==> config.mk <==
export PLATFORM = sky130hd
export DESIGN_NAME = quadrature_led_ring_stepper
export DESIGN_NICKNAME = d
export VERILOG_FILES = /design/src/rtl/core/qlrs_pkg.sv /design/src/rtl/core/quadrature_led_ring_stepper.sv
export SDC_FILE = /design/constraint.sdc
export NUM_CORES = 1
export LEC_CHECK = 0
export BUFFER_PORTS_ARGS = -buffer_cell sky130_fd_sc_hd__buf_2
export CAP_MARGIN = 30
export CORE_MARGIN = 2
export CORE_UTILIZATION = 26
export CTS_CLUSTER_DIAMETER = 40
export CTS_CLUSTER_SIZE = 10
export DETAILED_ROUTE_END_ITERATION = 7
export PLACE_DENSITY = 0.44
export SYNTH_ARGS = -nofsm -noshare
export SYNTH_HDL_FRONTEND = slang
export SYNTH_SLANG_ARGS = --single-unit
==> constraint.sdc <==
create_clock -name i_clk -period 4.15 [get_ports i_clk]
set_input_delay 0.415 -clock i_clk [delete_from_list [all_inputs] [get_ports i_clk]]
set_output_delay 0.415 -clock i_clk [all_outputs]
set_load 0.01 [all_outputs]
==> src/rtl/core/qlrs_pkg.sv <==
// ----------------------------------------------------------------------------
// qlrs_pkg
// Shared types and constants for the quadrature LED ring stepper.
// ----------------------------------------------------------------------------
package qlrs_pkg;

    // Ring geometry
    localparam int LED_COUNT = 16;
    localparam int POS_W     = $clog2(LED_COUNT);
    localparam int LED_W     = 16;

    // Blink timing
    localparam int BLINK_W   = 24;
    localparam int BCNT_W    = 25;
    localparam logic [BLINK_W-1:0] BLINK_RESET = BLINK_W'(500000);

    // Encoder pin codes
    localparam logic [1:0] PINS_00 = 2'b00;
    localparam logic [1:0] PINS_01 = 2'b01;
    localparam logic [1:0] PINS_10 = 2'b10;
    localparam logic [1:0] PINS_11 = 2'b11;

    typedef enum logic [2:0] {
        DEC_IDLE = 3'd0,   // pins 11
        DEC_CW1  = 3'd1,   // pins 01, clockwise
        DEC_CCW1 = 3'd2,   // pins 10, counter-clockwise
        DEC_CW2  = 3'd3,   // pins 00, clockwise
        DEC_CCW2 = 3'd4,   // pins 00, counter-clockwise
        DEC_CW3  = 3'd5,   // pins 10, clockwise
        DEC_CCW3 = 3'd6    // pins 01, counter-clockwise
    } t_dec_state;

    typedef struct packed {
        logic [1:0] encoder_pins;
        logic       led_enable;
    } t_qlrs_in;

    typedef struct packed {
        logic [LED_W-1:0] led_pattern;
        logic             green_led;
        logic             step_cw;
        logic             step_ccw;
    } t_qlrs_out;

endpackage

==> src/rtl/core/quadrature_led_ring_stepper.sv <==
// ----------------------------------------------------------------------------
// quadrature_led_ring_stepper
// Quadrature detent decoder driving a one-hot LED ring, plus a blink counter.
// ----------------------------------------------------------------------------
// Usage:
//   Input channel (i_in_valid / o_in_ready / i_in_data) takes one sample of
//   the two encoder pins and the LED enable per beat. Every accepted beat
//   produces exactly one result beat on the output channel
//   (o_out_valid / i_out_ready / o_out_data): LED pattern, green LED level
//   and the clockwise / counter-clockwise detent flags.
//   The result of a beat accepted at a clock edge is registered and valid
//   after that edge. Throughput is one sample per cycle while the receiver
//   takes results; the single output register is reloaded in the same
//   cycle it is drained. When the receiver stalls, the result register
//   holds and o_in_ready drops until the held result is taken.
//   The configuration channel (i_cfg_valid / o_cfg_ready / i_cfg_data) writes
//   the blink half period; it is always ready and should be written only
//   while no sample is in flight.
//   Synchronous reset puts the decoder in idle (both pins high), the ring
//   position at the last LED, clears the pattern and the blink counter, and
//   loads the half period with 500000.
// ----------------------------------------------------------------------------
module quadrature_led_ring_stepper (
    input  logic                                i_clk,
    input  logic                                i_rst_n,
    input  logic                                i_in_valid,
    output logic                                o_in_ready,
    input  qlrs_pkg::t_qlrs_in                  i_in_data,
    output logic                                o_out_valid,
    input  logic                                i_out_ready,
    output qlrs_pkg::t_qlrs_out                 o_out_data,
    input  logic                                i_cfg_valid,
    output logic                                o_cfg_ready,
    input  logic [qlrs_pkg::BLINK_W-1:0]        i_cfg_data
);

    localparam logic [qlrs_pkg::POS_W-1:0] POS_MAX =
        qlrs_pkg::POS_W'(qlrs_pkg::LED_COUNT - 1);

    qlrs_pkg::t_dec_state                r_state, n_state;
    logic [qlrs_pkg::POS_W-1:0]          r_pos, n_pos;
    logic [qlrs_pkg::LED_W-1:0]          r_pattern, n_pattern;
    logic [qlrs_pkg::BCNT_W-1:0]         r_bcnt, n_bcnt;
    logic [qlrs_pkg::BLINK_W-1:0]        r_half;
    logic                                r_out_valid;
    qlrs_pkg::t_qlrs_out                 r_out, n_out;

    logic                                w_in_fire;
    logic                                w_cw;
    logic                                w_ccw;
    logic                                w_green;
    logic [qlrs_pkg::BCNT_W-1:0]         w_bcnt_inc;
    logic [qlrs_pkg::LED_W-1:0]          w_show;

    assign o_cfg_ready = 1'b1;
    assign o_in_ready  = !r_out_valid || i_out_ready;
    assign w_in_fire   = i_in_valid && o_in_ready;
    assign o_out_valid = r_out_valid;
    assign o_out_data  = r_out;

    // One-hot at the current position; positions past the field width vanish
    assign w_show = qlrs_pkg::LED_W'(1) << r_pos;

    // Decoder: next state and detent flags
    always_comb begin
        n_state = r_state;
        w_cw    = 1'b0;
        w_ccw   = 1'b0;
        unique case (r_state)
            qlrs_pkg::DEC_IDLE: begin
                if (i_in_data.encoder_pins == qlrs_pkg::PINS_01) begin
                    n_state = qlrs_pkg::DEC_CW1;
                end else if (i_in_data.encoder_pins == qlrs_pkg::PINS_10) begin
                    n_state = qlrs_pkg::DEC_CCW1;
                end
            end
            qlrs_pkg::DEC_CW1: begin
                if (i_in_data.encoder_pins == qlrs_pkg::PINS_00) begin
                    n_state = qlrs_pkg::DEC_CW2;
                end else if (i_in_data.encoder_pins == qlrs_pkg::PINS_11) begin
                    n_state = qlrs_pkg::DEC_IDLE;
                end
            end
            qlrs_pkg::DEC_CCW1: begin
                if (i_in_data.encoder_pins == qlrs_pkg::PINS_00) begin
                    n_state = qlrs_pkg::DEC_CCW2;
                end else if (i_in_data.encoder_pins == qlrs_pkg::PINS_11) begin
                    n_state = qlrs_pkg::DEC_IDLE;
                end
            end
            qlrs_pkg::DEC_CW2: begin
                if (i_in_data.encoder_pins == qlrs_pkg::PINS_10) begin
                    n_state = qlrs_pkg::DEC_CW3;
                end else if (i_in_data.encoder_pins == qlrs_pkg::PINS_01) begin
                    n_state = qlrs_pkg::DEC_CW1;
                end
            end
            qlrs_pkg::DEC_CCW2: begin
                if (i_in_data.encoder_pins == qlrs_pkg::PINS_01) begin
                    n_state = qlrs_pkg::DEC_CCW3;
                end else if (i_in_data.encoder_pins == qlrs_pkg::PINS_10) begin
                    n_state = qlrs_pkg::DEC_CCW1;
                end
            end
            qlrs_pkg::DEC_CW3: begin
                if (i_in_data.encoder_pins == qlrs_pkg::PINS_00) begin
                    n_state = qlrs_pkg::DEC_CW2;
                end else if (i_in_data.encoder_pins == qlrs_pkg::PINS_11) begin
                    n_state = qlrs_pkg::DEC_IDLE;
                    w_cw    = 1'b1;
                end
            end
            qlrs_pkg::DEC_CCW3: begin
                if (i_in_data.encoder_pins == qlrs_pkg::PINS_00) begin
                    n_state = qlrs_pkg::DEC_CCW2;
                end else if (i_in_data.encoder_pins == qlrs_pkg::PINS_11) begin
                    n_state = qlrs_pkg::DEC_IDLE;
                    w_ccw   = 1'b1;
                end
            end
            default: begin
                n_state = qlrs_pkg::DEC_IDLE;
            end
        endcase
    end

    // Ring position, pattern, blink counter and the result beat
    always_comb begin
        n_pos     = r_pos;
        n_pattern = r_pattern;
        if (!i_in_data.led_enable) begin
            n_pattern = '0;
        end else if (w_cw) begin
            n_pattern = w_show;
            n_pos     = (r_pos == '0) ? POS_MAX : r_pos - 1'b1;
        end else if (w_ccw) begin
            n_pattern = w_show;
            n_pos     = (r_pos == POS_MAX) ? '0 : r_pos + 1'b1;
        end

        // Green is judged on the counter before this sample
        w_green    = r_bcnt < qlrs_pkg::BCNT_W'(r_half);
        w_bcnt_inc = r_bcnt + 1'b1;
        n_bcnt     = (w_bcnt_inc > {r_half, 1'b0}) ? '0 : w_bcnt_inc;

        n_out.led_pattern = n_pattern;
        n_out.green_led   = w_green;
        n_out.step_cw     = w_cw;
        n_out.step_ccw    = w_ccw;
    end

    always_ff @(posedge i_clk) begin
        if (!i_rst_n) begin
            r_state     <= qlrs_pkg::DEC_IDLE;
            r_pos       <= POS_MAX;
            r_pattern   <= '0;
            r_bcnt      <= '0;
            r_half      <= qlrs_pkg::BLINK_RESET;
            r_out_valid <= 1'b0;
        end else begin
            if (i_cfg_valid) begin
                r_half <= i_cfg_data;
            end
            if (w_in_fire) begin
                r_state     <= n_state;
                r_pos       <= n_pos;
                r_pattern   <= n_pattern;
                r_bcnt      <= n_bcnt;
                r_out_valid <= 1'b1;
            end else if (i_out_ready) begin
                r_out_valid <= 1'b0;
            end
        end
    end

    // Result payload: load on accept, hold otherwise
    always_ff @(posedge i_clk) begin
        if (w_in_fire) begin
            r_out <= n_out;
        end
    end

    // A detent is either clockwise or counter-clockwise, never both
    a_one_direction: assert property (@(posedge i_clk) disable iff (!i_rst_n)
        o_out_valid |-> !(o_out_data.step_cw && o_out_data.step_ccw))
        else $error("both detent directions flagged in one result");

    // Pattern is cleared or shows exactly one LED
    a_pattern_onehot: assert property (@(posedge i_clk) disable iff (!i_rst_n)
        o_out_valid |-> $onehot0(o_out_data.led_pattern))
        else $error("LED pattern has more than one LED lit");

    // Position moves only on an accepted beat
    a_pos_hold: assert property (@(posedge i_clk) disable iff (!i_rst_n)
        !w_in_fire |=> $stable(r_pos))
        else $error("ring position moved without an accepted sample");

    // A moved position means a detent with the enable set was reported
    a_pos_step: assert property (@(posedge i_clk) disable iff (!i_rst_n)
        (w_in_fire && n_pos != r_pos) |=>
            (o_out_data.step_cw || o_out_data.step_ccw))
        else $error("ring position moved without a detent");

endmodule

==> results.cfg, run 1 <==
[sta]
fin_ws_ns = 0.302
hold_slack_ns = 0.289
maxSlewViolCount = 0
fmax_mhz = 260
fin_crit_sh = 0.927
finClkSkew_ns = 0.00980
maxSlewHeadroom = 0.450
final_hold_viol_count = 0
finalCriticalPeriod_ns = 3.85
worst_slew_pin_slew_ns = 0.824
finalSetupViolations = 0

[clock_network]
cts_htree_levels = 3
hold_buffers = 0
clk_latency_ns = 0.35
cts_root_buf = clkbuf_16
cts_tree = built
numCtsBuffers = 9
clk_pin_slew_ns = 0.07
clock_sinks = 92
clockBufferDepth = 2

[global_route]
antenna_found_initial = 0
grt.overflow.total = 0
grt.total_usage = 0.126
grt_pass1_vias = 4294
grt_first_pass_wirelength_microns = 22200
grt_max_degree = 39

[floorplan]
dieArea_sq_um = 22200
ios = 54
rows = 53
die_y_microns = 149
fp.coreArea_sq_um = 20800
initial_core_util = 0.262
chipWidth_microns = 149

[yosys]
yosys-top-cells-area = dfxtp_1 (27%), ha_1 (15%), edfxtp_1 (10%), nor2_1 (4.5%), nand3_1 (3.3%)
synth_edf_count = 19
synth_top_area_cell = dfxtp_1
async_flop_share = 0
synth_commonest_cells = dfxtp_1 (73), ha_1 (66), nor2_1 (66), inv_1 (47), nand2_1 (40)
synth.distinct_cells = 62
ys_seq_area_frac = 0.372
post-synth-top-area-fraction = 0.268
synth.avg_cell_area_sq_um = 8.89
syn_area_sq_um = 5460
synth.net_count = 712
synth-warning-count = 0
ys_ff_latch = 92
synthFlopType = dfxtp_1
synth_cells = 614
yosysMostFrequentCell = dfxtp_1

[finish]
stdcell_count = 933
nFillCells = 2238
drive_gt1_frac = 0.126
diodes = 0
postLayoutCoreUtil = 0.305
nets = 751
area_growth_pct = 16.1

[worst_setup_path]
path_class = reg -> reg
rrSetupSlack_ns = 0.30
crit_required_ns = 4.42
r2r-end = r_bcnt[16]$_SDFFE_PN0P_
reg2reg_depth = 14
worst_setup_path_start_kind = register
cp.arrival_ns = 4.12
r2r-start = r_bcnt[0]$_SDFFE_PN0P_
end_kind = register
cp_max_fo = 14

[worst_hold_path]
hold_start = i_cfg_data[16]
min_to = r_half[16]$_SDFFE_PN1P_
hold_class = in -> reg
min_path_cells = 3

[place]
place.gp.congestion = 0.804
portBuffers = 52
place_ws_ns = 0.169
placed_cells = 916
dpl.hpwl_microns = 10200

[route]
route.vias.total = 4446
ant_nets = 0
dr.pass1.iters = 5
drtIter0Drc = 292
drcViolationCount = 0
viasPerCell = 4.77
wirelength_microns = 13800
detail_route.wl_per_cell_microns = 14.8

[power_and_ir_drop]
peakVddDrop_mv = 0.148
power.leakage_nw = 2.77
power.density_nw_per_um2 = 329

[status]
status = complete, no violations

[flow_run]
timing.max_cap.violations = 0
## layer usage
layer,GRT usage,part of all wire,vias up
met5,0,0,-
met4,0.0367,0.015,0
met3,0.0257,0.036,11
met2,0.206,0.46,64
met1,0.169,0.49,2110
li1,-,-,2261
## layout by cell type, fill, tap and decap left out, drive strengths merged, types with 2 or more instances in the layout
cell    Yosys  routed
a22o       12      12
dfxtp      73      73
and3        7       7
a32oi       5       5
edfxtp     19      19
o31ai       8       8
and4        2       2
ha         66      66
nor2       66      66
mux2i      17      17
nand4      11      11
a21oi      27      27
a211oi      2       2
a21boi      2       2
xnor2      20      20
nand2b      5       5
nand3      37      37
xor2        8       8
nand2      40      40
clkbuf     23      10
nor3       10      10
inv        47      51
a21o        8       8
o211ai     15      15
a32o        4       4
buf         9      60
a31oi       3       3
o21ai      26      26
a22oi      12      12
and2        3       3
bufinv      0       2
nor2b       6       6
## how the worst max path moves through the flow
stage	to	startpoint	slack [ns]
after floorplan	r_bcnt[0]$_SDFFE_PN0P_	r_bcnt[0]$_SDFFE_PN0P_	0.67
after global placement	r_bcnt[16]$_SDFFE_PN0P_	r_bcnt[0]$_SDFFE_PN0P_	0.32
after detailed placement	r_bcnt[16]$_SDFFE_PN0P_	r_bcnt[0]$_SDFFE_PN0P_	0.17
after CTS	r_bcnt[16]$_SDFFE_PN0P_	r_bcnt[0]$_SDFFE_PN0P_	0.17
after global routing	r_bcnt[16]$_SDFFE_PN0P_	r_bcnt[0]$_SDFFE_PN0P_	-0.001
final	r_bcnt[16]$_SDFFE_PN0P_	r_bcnt[0]$_SDFFE_PN0P_	0.30
## cells by family after synthesis
family / after synthesis / share of synthesized area
and+or+nand+nor: 194 / 0.170
AOI/OAI and AO/OA: 136 / 0.171
DFF: 92 / 0.372
buffers and inverters: 80 / 0.0582
adders and majority gates: 66 / 0.151
xor gates and xnor gates: 28 / 0.0449
muxes: 17 / 0.0312
other: 1 / 0.000687
## state kept, by name (all words and copies together), names as in the netlist
| register | flops |
|---|---|
| r_bcnt | 25 |
| r_half | 24 |
| o_out_data | 19 |
| r_pattern | 16 |
| r_pos | 4 |
| r_state | 3 |
| o_out_valid | 1 |
## through the flow
stage | area (sq um) | power (mW) | setup TNS (ns)
floorplan | 5460 | 1.09 | 0
global placement | 5980 | 1.16 | 0
detailed placement | 5980 | 1.17 | 0
CTS | 6320 | 2.12 | 0
global route | 6340 | 2.18 | -0.00101
finish | 6340 | 2.09 | 0
## power by group
group	switching, mW	internal [mW]
clock network	0.386	0.556
logic	0.123	0.0730
registers	0.0131	0.937
## worst max-delay path, cell delays in order, from the launching register on
cell and delay, ns:
dfxtp_1 0.44, ha_1 0.28, nand3_2 0.12, or2_1 0.35, nand2b_4 0.22, nor3_2 0.19, xnor2_1 0.16, inv_1 0.06
ha_1 0.31, nand4_1 0.19, nor4_4 0.36, and3_1 0.21, o21ba_2 0.27, or4_1 0.43, a31oi_1 0.18
## what timing repair did
action,in CTS,in global routing
setup buffers,0,1
resized for setup,0,3
endpoints found under the setup margin,0,3
## cell type report
type,count,area [sq um],share of cell area
sequential,92,2030,0.320
inverter,48,180,0.0284
tap,275,344,0.0543
clock buffer,10,239,0.0377
clock inverter,6,97.6,0.0154
multi-input combinational,442,3130,0.493
timing repair buffer,60,320,0.0505
(Power assumes the default switching activity.)
==> run 2, diff against run 1 <==
--- a/config.mk
+++ b/config.mk
@@ -9,2 +9,4 @@
 export CAP_MARGIN = 30
+export CELL_PAD_IN_SITES_DETAIL_PLACEMENT = 1
+export CELL_PAD_IN_SITES_GLOBAL_PLACEMENT = 1
 export CORE_MARGIN = 2
@@ -14,3 +16,3 @@
 export DETAILED_ROUTE_END_ITERATION = 7
-export PLACE_DENSITY = 0.44
+export PLACE_DENSITY = 0.53
 export SYNTH_ARGS = -nofsm -noshare
--- a/constraint.sdc
+++ b/constraint.sdc
@@ -3,2 +3,2 @@
 set_output_delay 0.415 -clock i_clk [all_outputs]
-set_load 0.01 [all_outputs]
+set_load 0.1 [all_outputs]
==> results.cfg, run 2 (synthesis gave the netlist of run 1 again) <==
[status]
status = complete, no violations

[clock_network]
cts_tree = built
numCtsBuffers = 9
clk_latency_ns = 0.36
clockBufferDepth = 2
post_cts_buffers = 0
clk_pin_slew_ns = 0.08
hold_buffers = 0
cts_htree_levels = 3
cts_root_buf = clkbuf_16
clock_sinks = 92

[worst_hold_path]
min_to = r_half[16]$_SDFFE_PN1P_
hold_start = i_cfg_data[16]
min_path_cells = 3
hold_class = in -> reg

[route]
wirelength_microns = 14900
ant_nets = 0
dr.pass1.iters = 4
drcViolationCount = 0
drtIter0Drc = 275
route.vias.total = 4560
detail_route.wl_per_cell_microns = 16.0
viasPerCell = 4.88

[power_and_ir_drop]
seqPwrFrac = 0.462
clockPowerShare = 0.411
power.density_nw_per_um2 = 325
p_sw_frac = 0.300
internal_power_mw = 1.44
power.leakage_nw = 2.75
peakVddDrop_mv = 0.152
pwr-share-comb = 0.127
switchingPower_uw = 617

[finish]
regMostFlops = r_bcnt
diodes = 0
largest_reg_flops = 25
nets = 753
mostFrequentLayoutCell = dfxtp_1
mostFrequentLayoutCells = dfxtp_1 (73), ha_1 (66), nor2_1 (65), buf_2 (52), inv_1 (47)
drive_gt1_frac = 0.129
area_growth_pct = 15.7

[place]
place.gp.congestion = 0.812
place_ws_ns = 0.115
portBuffers = 52
dpl.hpwl_microns = 11200

[sta]
worst_slew_pin_slew_ns = 0.929
finalCriticalPeriod_ns = 3.80
final_hold_viol_count = 0
maxSlewViolCount = 0
maxSlewHeadroom = 0.380
fmax_mhz = 263
fin_ws_ns = 0.353
finClkSkew_ns = 0.00790
rsz0062_at_grt = no
finalSetupViolations = 0
tns_ns = 0
fin_crit_sh = 0.915

[worst_setup_path]
rrSetupSlack_ns = 0.35
reg2reg_depth = 15
cp_slowest_stage_delay_ns = 0.43
worst-path-buf-inv = 1
cp_max_fo = 20
cp.arrival_ns = 4.08
worst_setup_path_start_kind = register
end_kind = register
r2r-end = r_bcnt[16]$_SDFFE_PN0P_
crit_required_ns = 4.43
path_cells = ha_1 -> nand3_2 -> or2_1 -> nand2b_4 -> nor2_1 -> xnor2_1 -> inv_1 -> ha_1 -> a21oi_1 -> nor2_1 -> a211oi_1 -> o211ai_1 -> o21ba_4 -> or4_1 -> a31oi_1
path_class = reg -> reg
crit_family = simple AND/OR/NAND/NOR gates
timing.critical_path.slowest_stage_cell = dfxtp_1
r2r-start = r_bcnt[0]$_SDFFE_PN0P_

[flow_run]
timing.max_cap.violations = 0

[floorplan]
chipWidth_microns = 149
ios = 54
die_y_microns = 149
dieArea_sq_um = 22200
initial_core_util = 0.262
rows = 53
fp.coreArea_sq_um = 20800

[global_route]
grt_max_degree = 32
grt.overflow.total = 0
grt_first_pass_wirelength_microns = 24100
grt.total_usage = 0.138
grt_pass1_vias = 4591
antenna_found_initial = 0
-- run 2: worst register-to-register path, stage by stage (launching register included) --
cell,delay (ns)
dfxtp_1,0.43
ha_1,0.30
nand3_2,0.12
or2_1,0.34
nand2b_4,0.22
nor2_1,0.15
xnor2_1,0.15
inv_1,0.06
ha_1,0.29
a21oi_1,0.13
nor2_1,0.05
a211oi_1,0.34
o211ai_1,0.19
o21ba_4,0.35
or4_1,0.42
a31oi_1,0.17
-- run 2: worst max path at each step --
stage                                      start                      end  slack [ns]  depth (start not counted)
after global placement    r_bcnt[0]$_SDFFE_PN0P_  r_bcnt[16]$_SDFFE_PN0P_        0.29                         14
after CTS                 r_bcnt[0]$_SDFFE_PN0P_  r_bcnt[16]$_SDFFE_PN0P_        0.08                         14
after detailed placement  r_bcnt[0]$_SDFFE_PN0P_  r_bcnt[16]$_SDFFE_PN0P_        0.12                         14
after floorplan           r_bcnt[0]$_SDFFE_PN0P_   r_bcnt[0]$_SDFFE_PN0P_        0.67                         17
after global routing      r_bcnt[0]$_SDFFE_PN0P_  r_bcnt[16]$_SDFFE_PN0P_        0.06                         14
final                     r_bcnt[0]$_SDFFE_PN0P_  r_bcnt[16]$_SDFFE_PN0P_        0.35                         15
-- run 2: area by class of cell --
class	count	area, sq um
tap	275	344
fill	2452	14500
clock buffer	9	225
multi-input combinational	442	3130
clock inverter	7	77.6
inverter	48	180
sequential	92	2030
timing repair buffer	62	335
-- run 2: through the flow --
stage                     hold WS, ns  cells   util  total power [mW]  cell area (sq um)
after floorplan                 0.454    614      -              1.16               5460
after global placement          0.465    919  0.288              1.23               6000
after detailed placement        0.483    919  0.288              1.23               6000
after CTS                       0.265    935  0.303              2.10               6300
after global routing            0.282    935  0.304              2.15               6320
final                           0.273    935  0.304              2.06               6320
-- run 2: power groups by stage --
stage / Clock, mW / Sequential, mW / Combinational [mW]
finish: 0.846 / 0.949 / 0.261
global placement: 0 / 0.970 / 0.256
detailed placement: 0 / 0.971 / 0.263
CTS: 0.882 / 0.950 / 0.264
global route: 0.912 / 0.953 / 0.286
floorplan: 0 / 1.03 / 0.129
-- run 2: timing repair --
item                       CTS  global route
gates resized for setup      0             3
setup endpoints to repair    0             8
hold endpoints to repair     0             0
-- run 2: routing by layer --
metal / vias up / track usage / wire length [microns]
met5: - / 0 / 0
met4: 0 / 0.0476 / 195
met3: 15 / 0.0180 / 282
met2: 46 / 0.228 / 7040
met1: 2226 / 0.185 / 7410
li1: 2273 / - / -
